--- src/ahfp_pkg.sv ---
// package: types, constants and character helpers for the ascii hex frame parser
`timescale 1ns / 1ps

package ahfp_pkg;

  // framing
  localparam logic [7:0] START_BYTE = 8'h02;
  localparam logic [7:0] MIN_LENGTH = 8'd2;

  // character codes
  localparam logic [7:0] CHAR_ZERO    = 8'h30;
  localparam logic [7:0] CHAR_NINE    = 8'h39;
  localparam logic [7:0] CHAR_UPPER_A = 8'h41;
  localparam logic [7:0] CHAR_UPPER_F = 8'h46;
  localparam logic [7:0] CHAR_LOWER_A = 8'h61;
  localparam logic [7:0] HEX_TEN      = 8'd10;

  // byte positions inside a frame
  localparam logic [7:0] POS_AWAIT_START = 8'd0;
  localparam logic [7:0] POS_LENGTH      = 8'd1;
  localparam logic [7:0] POS_PAYLOAD     = 8'd2;
  localparam logic [7:0] POS_GROUP_HI    = 8'd2;
  localparam logic [7:0] POS_GROUP_LO    = 8'd3;
  localparam logic [7:0] POS_INDEX_HI    = 8'd4;
  localparam logic [7:0] POS_INDEX_LO    = 8'd5;
  localparam logic [7:0] POS_BATT_FIRST  = 8'd7;
  localparam logic [7:0] POS_BATT_LAST   = 8'd8;
  localparam logic [7:0] POS_TMO_FIRST   = 8'd9;
  localparam logic [7:0] POS_TMO_LAST    = 8'd12;
  localparam logic [7:0] POS_ENTRY_0     = 8'd14;
  localparam logic [7:0] POS_ENTRY_1     = 8'd15;
  localparam logic [7:0] POS_ENTRY_2     = 8'd16;
  localparam logic [7:0] POS_ENTRY_3     = 8'd17;

  typedef enum logic [1:0] {
    STATUS_GOOD    = 2'd0,
    STATUS_BAD_SUM = 2'd1,
    STATUS_DROPPED = 2'd2
  } status_t;

  typedef struct packed {
    status_t     status;
    logic [7:0]  group_number;
    logic [7:0]  device_index;
    logic [6:0]  battery_level;
    logic [13:0] timeout_value;
    logic [31:0] entry_chars;
    logic [7:0]  frame_length;
  } record_t;

  // lowercase and anything else fall through to c - 'a' + 10, wrapping
  function automatic logic [7:0] hex_value(input logic [7:0] c);
    logic [7:0] v;
    if (c >= CHAR_ZERO && c <= CHAR_NINE) begin
      v = c - CHAR_ZERO;
    end else if (c >= CHAR_UPPER_A && c <= CHAR_UPPER_F) begin
      v = c - CHAR_UPPER_A + HEX_TEN;
    end else begin
      v = c - CHAR_LOWER_A + HEX_TEN;
    end
    return v;
  endfunction

  function automatic logic is_digit(input logic [7:0] c);
    return (c >= CHAR_ZERO) && (c <= CHAR_NINE);
  endfunction

endpackage

--- src/ahfp_in_stage.sv ---
// input register: holds one received byte until the parser takes it
`timescale 1ns / 1ps

module ahfp_in_stage (
  input  logic       clk,
  input  logic       rst,
  input  logic       in_valid,
  output logic       in_stall,
  input  logic [7:0] rx_byte,
  input  logic       take,
  output logic       held_valid,
  output logic [7:0] held_byte
);

  logic accept;

  assign in_stall = held_valid && !take;
  assign accept   = in_valid && !in_stall;

  always_ff @(posedge clk) begin
    if (rst) begin
      held_valid <= 1'b0;
    end else if (accept) begin
      held_valid <= 1'b1;
    end else if (take) begin
      held_valid <= 1'b0;
    end
  end

  always_ff @(posedge clk) begin
    if (accept) begin
      held_byte <= rx_byte;
    end
  end

endmodule

--- src/ahfp_core.sv ---
// parser state and per-byte update, builds the record a byte produces
`timescale 1ns / 1ps

module ahfp_core (
  input  logic             clk,
  input  logic             rst,
  input  logic             go,
  input  logic [7:0]       c,
  output logic             emits,
  output ahfp_pkg::record_t rec
);

  logic [7:0]  byte_position, byte_position_next;
  logic [7:0]  length_seen, length_seen_next;
  logic [7:0]  running_sum, running_sum_next;
  logic [3:0]  checksum_high_nibble, checksum_high_nibble_next;
  logic [7:0]  group_accum, group_accum_next;
  logic [7:0]  index_accum, index_accum_next;
  logic [6:0]  battery_accum, battery_accum_next;
  logic [13:0] timeout_accum, timeout_accum_next;
  logic [31:0] entry_accum, entry_accum_next;
  logic [1:0]  decimal_stopped, decimal_stopped_next;

  logic [7:0] hex;
  logic [3:0] digit;
  logic       dig_ok;
  logic       in_frame;
  logic       full;
  logic [7:0] got_sum;

  assign hex      = ahfp_pkg::hex_value(c);
  assign dig_ok   = ahfp_pkg::is_digit(c);
  assign digit    = 4'(c - ahfp_pkg::CHAR_ZERO);
  assign in_frame = (length_seen != '0);
  assign full     = in_frame && (byte_position == ahfp_pkg::POS_AWAIT_START);
  assign got_sum  = {checksum_high_nibble, 4'b0000} + hex;

  // a byte produces a record on a bad start, a bad length or the last checksum char
  always_comb begin
    if (!in_frame) begin
      if (byte_position == ahfp_pkg::POS_AWAIT_START) begin
        emits = (c != ahfp_pkg::START_BYTE);
      end else begin
        emits = (c < ahfp_pkg::MIN_LENGTH);
      end
    end else begin
      emits = full;
    end
  end

  always_comb begin
    rec.status        = ahfp_pkg::STATUS_DROPPED;
    rec.group_number  = '0;
    rec.device_index  = '0;
    rec.battery_level = '0;
    rec.timeout_value = '0;
    rec.entry_chars   = '0;
    rec.frame_length  = '0;
    if (full) begin
      rec.status        = (got_sum == running_sum) ? ahfp_pkg::STATUS_GOOD
                                                   : ahfp_pkg::STATUS_BAD_SUM;
      rec.group_number  = group_accum;
      rec.device_index  = index_accum;
      rec.battery_level = battery_accum;
      rec.timeout_value = timeout_accum;
      rec.entry_chars   = entry_accum;
      rec.frame_length  = length_seen;
    end else if (!in_frame && byte_position != ahfp_pkg::POS_AWAIT_START) begin
      rec.frame_length = c;
    end
  end

  always_comb begin
    byte_position_next        = byte_position;
    length_seen_next          = length_seen;
    running_sum_next          = running_sum;
    checksum_high_nibble_next = checksum_high_nibble;
    group_accum_next          = group_accum;
    index_accum_next          = index_accum;
    battery_accum_next        = battery_accum;
    timeout_accum_next        = timeout_accum;
    entry_accum_next          = entry_accum;
    decimal_stopped_next      = decimal_stopped;

    if (!in_frame) begin
      if (byte_position == ahfp_pkg::POS_AWAIT_START) begin
        if (c == ahfp_pkg::START_BYTE) begin
          byte_position_next        = ahfp_pkg::POS_LENGTH;
          running_sum_next          = '0;
          checksum_high_nibble_next = '0;
          group_accum_next          = '0;
          index_accum_next          = '0;
          battery_accum_next        = '0;
          timeout_accum_next        = '0;
          entry_accum_next          = '0;
          decimal_stopped_next      = '0;
        end
      end else if (c < ahfp_pkg::MIN_LENGTH) begin
        byte_position_next        = ahfp_pkg::POS_AWAIT_START;
        running_sum_next          = '0;
        checksum_high_nibble_next = '0;
        group_accum_next          = '0;
        index_accum_next          = '0;
        battery_accum_next        = '0;
        timeout_accum_next        = '0;
        entry_accum_next          = '0;
        decimal_stopped_next      = '0;
      end else begin
        length_seen_next   = c;
        running_sum_next   = c;
        byte_position_next = ahfp_pkg::POS_PAYLOAD;
      end
    end else if (byte_position == ahfp_pkg::POS_AWAIT_START) begin
      length_seen_next = '0;
    end else if (byte_position < length_seen) begin
      running_sum_next   = running_sum + c;
      byte_position_next = byte_position + 8'd1;
      case (byte_position) inside
        ahfp_pkg::POS_GROUP_HI: group_accum_next = {hex[3:0], 4'b0000};
        ahfp_pkg::POS_GROUP_LO: group_accum_next = group_accum + hex;
        ahfp_pkg::POS_INDEX_HI: index_accum_next = {hex[3:0], 4'b0000};
        ahfp_pkg::POS_INDEX_LO: index_accum_next = index_accum + hex;
        ahfp_pkg::POS_BATT_FIRST, ahfp_pkg::POS_BATT_LAST: begin
          if (!decimal_stopped[0]) begin
            if (dig_ok) begin
              battery_accum_next = 7'(battery_accum * 7'd10) + 7'(digit);
            end else begin
              decimal_stopped_next[0] = 1'b1;
            end
          end
        end
        [ahfp_pkg::POS_TMO_FIRST:ahfp_pkg::POS_TMO_LAST]: begin
          if (!decimal_stopped[1]) begin
            if (dig_ok) begin
              timeout_accum_next = 14'(timeout_accum * 14'd10) + 14'(digit);
            end else begin
              decimal_stopped_next[1] = 1'b1;
            end
          end
        end
        ahfp_pkg::POS_ENTRY_0: entry_accum_next[31:24] = entry_accum[31:24] | c;
        ahfp_pkg::POS_ENTRY_1: entry_accum_next[23:16] = entry_accum[23:16] | c;
        ahfp_pkg::POS_ENTRY_2: entry_accum_next[15:8]  = entry_accum[15:8] | c;
        ahfp_pkg::POS_ENTRY_3: entry_accum_next[7:0]   = entry_accum[7:0] | c;
        default: ;
      endcase
    end else begin
      checksum_high_nibble_next = hex[3:0];
      byte_position_next        = ahfp_pkg::POS_AWAIT_START;
    end
  end

  always_ff @(posedge clk) begin
    if (rst) begin
      byte_position <= ahfp_pkg::POS_AWAIT_START;
      length_seen   <= '0;
    end else if (go) begin
      byte_position <= byte_position_next;
      length_seen   <= length_seen_next;
    end
  end

  always_ff @(posedge clk) begin
    if (go) begin
      running_sum          <= running_sum_next;
      checksum_high_nibble <= checksum_high_nibble_next;
      group_accum          <= group_accum_next;
      index_accum          <= index_accum_next;
      battery_accum        <= battery_accum_next;
      timeout_accum        <= timeout_accum_next;
      entry_accum          <= entry_accum_next;
      decimal_stopped      <= decimal_stopped_next;
    end
  end

`ifndef SYNTHESIS
  a_len_legal: assert property (@(posedge clk) disable iff (rst)
    length_seen != '0 |-> length_seen >= ahfp_pkg::MIN_LENGTH)
    else $error("frame length below minimum held");

  a_pos_in_frame: assert property (@(posedge clk) disable iff (rst)
    length_seen != '0 |-> byte_position <= length_seen)
    else $error("byte position past frame length");

  a_pos_no_frame: assert property (@(posedge clk) disable iff (rst)
    length_seen == '0 |-> byte_position <= ahfp_pkg::POS_LENGTH)
    else $error("byte position advanced without a length");

  a_frame_closes: assert property (@(posedge clk) disable iff (rst)
    go && full |=> length_seen == '0 && byte_position == ahfp_pkg::POS_AWAIT_START)
    else $error("parser did not return to start after a record");
`endif

endmodule

--- src/ahfp_out_reg.sv ---
// result register: holds one record until the receiver takes it
`timescale 1ns / 1ps

module ahfp_out_reg (
  input  logic              clk,
  input  logic              rst,
  input  logic              load,
  input  ahfp_pkg::record_t rec_in,
  output logic              out_valid,
  input  logic              out_stall,
  output logic              room,
  output ahfp_pkg::record_t rec_out
);

  assign room = !out_valid || !out_stall;

  always_ff @(posedge clk) begin
    if (rst) begin
      out_valid <= 1'b0;
    end else if (load) begin
      out_valid <= 1'b1;
    end else if (!out_stall) begin
      out_valid <= 1'b0;
    end
  end

  always_ff @(posedge clk) begin
    if (load) begin
      rec_out <= rec_in;
    end
  end

endmodule

--- src/ascii_hex_frame_parser.sv ---
// top level of the ascii hex frame parser
`timescale 1ns / 1ps
//
//  channel  | direction | handshake            | payload
//  ---------+-----------+----------------------+----------------------------------------
//  in       | to block  | in_valid / in_stall  | rx_byte
//  out      | from block| out_valid / out_stall| status, group_number, device_index,
//           |           |                      | battery_level, timeout_value,
//           |           |                      | entry_chars, frame_length
//
//  one byte per cycle sustained unless a record waits on a full result register; a request
//  is parsed straight out of the input register, and its record shows in the result
//  register in the cycle after it is parsed
//  rst is synchronous, active high; it puts the parser back to awaiting a start byte
//  a byte that makes no record moves on even while the result register is stalled
//  a byte that makes a record waits in the input register until the result register
//  frees up, and in_stall holds the next request off while it waits

module ascii_hex_frame_parser (
  input  logic        clk,
  input  logic        rst,
  // input channel
  input  logic        in_valid,
  output logic        in_stall,
  input  logic [7:0]  rx_byte,
  // result channel
  output logic        out_valid,
  input  logic        out_stall,
  output logic [1:0]  status,
  output logic [7:0]  group_number,
  output logic [7:0]  device_index,
  output logic [6:0]  battery_level,
  output logic [13:0] timeout_value,
  output logic [31:0] entry_chars,
  output logic [7:0]  frame_length
);

  logic              held_valid;   // input register holds a request
  logic [7:0]        held_byte;
  logic              take;         // parser consumes the held byte this cycle
  logic              emits;        // held byte closes or drops a frame
  logic              room;         // result register can load this cycle
  ahfp_pkg::record_t rec_new;
  ahfp_pkg::record_t rec_out;

  // a byte is taken unless it makes a record and the result register is full
  assign take = held_valid && (!emits || room);

  ahfp_in_stage u_in_stage (
    .clk        (clk),
    .rst        (rst),
    .in_valid   (in_valid),
    .in_stall   (in_stall),
    .rx_byte    (rx_byte),
    .take       (take),
    .held_valid (held_valid),
    .held_byte  (held_byte)
  );

  // frame state machine and field accumulators
  ahfp_core u_core (
    .clk   (clk),
    .rst   (rst),
    .go    (take),
    .c     (held_byte),
    .emits (emits),
    .rec   (rec_new)
  );

  ahfp_out_reg u_out_reg (
    .clk       (clk),
    .rst       (rst),
    .load      (take && emits),
    .rec_in    (rec_new),
    .out_valid (out_valid),
    .out_stall (out_stall),
    .room      (room),
    .rec_out   (rec_out)
  );

  // fan the record out to the payload ports
  assign status        = rec_out.status;
  assign group_number  = rec_out.group_number;
  assign device_index  = rec_out.device_index;
  assign battery_level = rec_out.battery_level;
  assign timeout_value = rec_out.timeout_value;
  assign entry_chars   = rec_out.entry_chars;
  assign frame_length  = rec_out.frame_length;

endmodule

--- config.mk ---
export PLATFORM = sky130hd
export DESIGN_NAME = ascii_hex_frame_parser
export DESIGN_NICKNAME = d
export VERILOG_FILES = /design/src/ahfp_pkg.sv /design/src/ahfp_in_stage.sv /design/src/ahfp_core.sv /design/src/ahfp_out_reg.sv /design/src/ascii_hex_frame_parser.sv
export SDC_FILE = /design/constraint.sdc
export NUM_CORES = 1
export LEC_CHECK = 0
export ABC_AREA = 0
export BUFFER_PORTS_ARGS = -buffer_cell sky130_fd_sc_hd__buf_4
export CORE_MARGIN = 5
export CORE_UTILIZATION = 25
export CTS_BUF_LIST = sky130_fd_sc_hd__clkbuf_8
export CTS_CLUSTER_DIAMETER = 150
export CTS_CLUSTER_SIZE = 25
export DETAILED_ROUTE_END_ITERATION = 8
export PLACE_DENSITY = 0.38
export REMOVE_ABC_BUFFERS = 1
export SLEW_MARGIN = 20
export SYNTH_ARGS = -nofsm -noshare
export SYNTH_HDL_FRONTEND = slang
export SYNTH_SLANG_ARGS = --single-unit
--- constraint.sdc ---
create_clock -name clk -period 18.65 [get_ports clk]
set_clock_uncertainty 0.2 [all_clocks]
set_input_delay 3.73 -clock clk [delete_from_list [all_inputs] [get_ports clk]]
set_output_delay 3.73 -clock clk [all_outputs]
set_load 0.05 [all_outputs]
==> summary.txt <==
Worst setup path
  • Launching instance or port of the critical path: out_stall
  • Slowest library cell on the worst path: nor2b_1
  • R2R cell count: 16
  • WS Path Type: input port to output pin
  • Internal reg-to-reg setup slack: 14040 ps
  • Required time of the worst setup path: 14720 ps
  • Element type at the critical path start: input port
  • Crit path capture: in_stall
  • Critical Path Max Stage Delay: 190 ps
  • Reg-to-reg endpoint: u_core.index_accum[6]
  • Arr. time, crit path: 4480 ps
  • Worst Path Max Fanout: 4
  • Element type at the critical path end: output pin
  • Cell-by-cell trace of the critical path: buf_4 > nand2_1 > nor2b_1 > nand2_1 > inv_1 > buf_4
  • Worst R2R Start: u_in_stage.held_byte[5]

Clock tree
  • Number of buffers added for setup after CTS: 0
  • Root Buffer Master: clkbuf_8
  • Largest buffer count on any clock path: 2
  • Clock sink count: 188
  • Post-CTS resize count: 0
  • Skew-Pair Late Insertion Delay: 520 ps
  • # hold bufs at CTS: 0
  • Clock-pin slew on the worst setup and hold paths: 90 ps
  • Depth of the CTS H-tree: 4
  • TritonCTS clock tree: done
  • Number of buffers created by CTS: 17

Placed design
  • Area after DPL: 11800 µm²
  • Post-placement worst setup slack: 10220 ps
  • GPL Wtd Cong: 0.761
  • Number of buffers added on ports: 92
  • Placed Cells incl. Taps: 1558
  • Post-DP HPWL: 20.1 mm

Floorplanning
  • Starting density of the core: 25.1%
  • Horizontal die dimension: 215 µm
  • Count of boundary I/O pins: 93
  • Die span in y: 215 µm
  • Number of placement rows: 75
  • Core Box Area: 41700 µm²
  • Die area: 46100 µm²

Pwr
  • Total power density per cell area: 111 nW/µm²
  • Max VDD drop: 0.0654 mV
  • Static Leak: 4.63 nW
  • Sum of internal, switching and leakage power: 1.36 mW

Routing
  • Number of design-rule violations left by the first detailed-router iteration: 396
  • Vias after detailed routing: 7167
  • Routed vias/inst: 4.51
  • Detail-routed net length per standard cell: 17.7 µm
  • Routed wire length: 28.2 mm
  • Number of iterations in the first detailed-routing pass: 6
  • Final ANT Viol Nets: 0
  • # DRC: 0

Global routing
  • GR met2 Demand/Resource: 21.5%
  • First-pass GRT wire length: 44.7 mm
  • Routing usage on met1: 15.8%
  • Met3 GRT Util: 2.20%
  • GR Overflow Total: 0
  • Maximum number of pins on one net before global-route repair: 71
  • Initial antenna violation count: 0
  • Top Usage Layer GRT: met2
  • Number of global-route vias before repair: 7594
  • Total routing usage reported by global routing: 12.5%

STA
  • Number of pins exceeding their max-slew limit in the final report: 0
  • Hold Violations, Final: 0
  • Setup TNS: 0 ps
  • Fmax achieved: 119 MHz
  • Actual transition at the worst max-transition pin: 1130 ps
  • Final-layout worst hold slack: 333 ps
  • Share of the clock period used by the worst path after layout: 45.1%
  • Worst max-slew margin expressed relative to the limit: 24.2%
  • Final Worst Setup Slack: 10240 ps
  • Crit path time final: 8410 ps
  • Setup violation total in the final timing report: 0
  • Unrepaired setup endpoints after global routing: false

Logic synthesis
  • Register area share after synthesis: 52.2%
  • Number of enable flip-flop cells after synthesis: 170
  • Number of cells produced by synthesis: 951
  • Fraction of synthesis flops using an asynchronous set or reset pin: 0%
  • Yosys cell types: 74
  • Synth Register Bits: 188
  • Average cell area after synthesis: 11.0 µm²
  • Cell Area, Synth: 10500 µm²
  • Most common flop cell mapped by yosys: edfxtp_1
  • Yosys synthesis warning count: 0

Final layout
  • Final net count: 1135
  • Area growth syn-to-layout: 16.7%
  • Post-layout util: 29.3%
  • Final cell count without fillers: 1590
  • Proportion of layout cells with a drive suffix above 1: 16.5%
  • Post-Layout Inst Area: 12200 µm²

Status
  • Outcome: complete, no violations

Flow run
  • Max-capacitance violation count: 0

Hold path
  • Path class of the lowest-slack min-delay path: flop to flop
power by group:
group | total, mW | switching (mW) | internal [mW]
combinational | 0.516 | 0.370 | 0.146
sequential | 0.563 | 0.0150 | 0.548
clock | 0.279 | 0.168 | 0.111
total | 1.36 | 0.553 | 0.805
sequential cells by signal, indices dropped and copies added (netlist names), 4 cells and up:
| register | count |
|---|---|
| u_out_reg.rec_out | 79 |
| u_core.entry_accum | 32 |
| u_core.timeout_accum | 14 |
| u_core.byte_position | 8 |
| u_core.group_accum | 8 |
| u_core.index_accum | 8 |
| u_core.length_seen | 8 |
| u_core.running_sum | 8 |
| u_in_stage.held_byte | 8 |
| u_core.battery_accum | 7 |
| u_core.checksum_high_nibble | 4 |
cell usage after synthesis (all sizes together), types with 13 or more instances:
master,n,area (µm²)
xnor2,34,298
edfxtp,170,5100
o21ai,42,214
dfxtp,18,360
nor2,131,492
xor2,22,193
nor3,25,140
nor2b,13,81.3
nand3,20,113
inv,45,169
nand2,59,224
a21oi,38,190
ha,77,963
clkbuf,29,109
and2,73,457
routing by layer:
layer,vias to the layer above,wire [µm]
met2,91,14000
met5,-,0
met3,31,677
met1,3474,12900
met4,0,602
li1,3571,-
cells by family (layout without fill, tap and decap cells):
group	count (synthesis)	in the layout	share of synthesized area, %
buffers and inverters	86	185	3.31
other	0	1	0
xor gates and xnor gates	56	56	4.68
DFF	188	188	52.2
AOI/OAI and AO/OA	155	155	10.1
adders and majority gates	85	85	10.7
and+or+nand+nor	376	376	18.4
muxes	5	5	0.621
layout make-up:
type	instances	area, µm²
flip-flops and latches	188	5470
fillers	4380	29400
inverters	46	174
clock inverters	14	156
repair buffers	108	831
well taps	539	674
clock buffers	17	234
multi-input cells	677	4690
diodes	1	2.50
critical path, delay by kind of cell:
kind          cells  cell delay, ps
buf+inv           3             380
simple gates      3             370
layout by cell type, fill, tap and decap left out, types with 34 or more instances in the layout:
| cell type | instances |
|---|---|
| nand2_1 | 58 |
| and2_1 | 73 |
| inv_1 | 43 |
| edfxtp_1 | 170 |
| a21oi_1 | 37 |
| xnor2_1 | 34 |
| buf_4 | 107 |
| nor2_1 | 131 |
| o21ai_0 | 39 |
| ha_1 | 76 |
worst min path at each step:
| stage | from | to | slack, ps | cells after the start |
|---|---|---|---|---|
| after floorplan | u_core.timeout_accum[13] | u_out_reg.rec_out[53] | 300 | 1 |
| after global placement | u_core.timeout_accum[13] | u_out_reg.rec_out[53] | 310 | 1 |
| after detailed placement | u_core.timeout_accum[13] | u_out_reg.rec_out[53] | 310 | 1 |
| after CTS | u_core.timeout_accum[13] | u_out_reg.rec_out[53] | 340 | 1 |
| after global routing | u_core.timeout_accum[13] | u_out_reg.rec_out[53] | 370 | 1 |
| final | u_core.timeout_accum[13] | u_out_reg.rec_out[53] | 330 | 1 |
(Power assumes the default switching activity.)
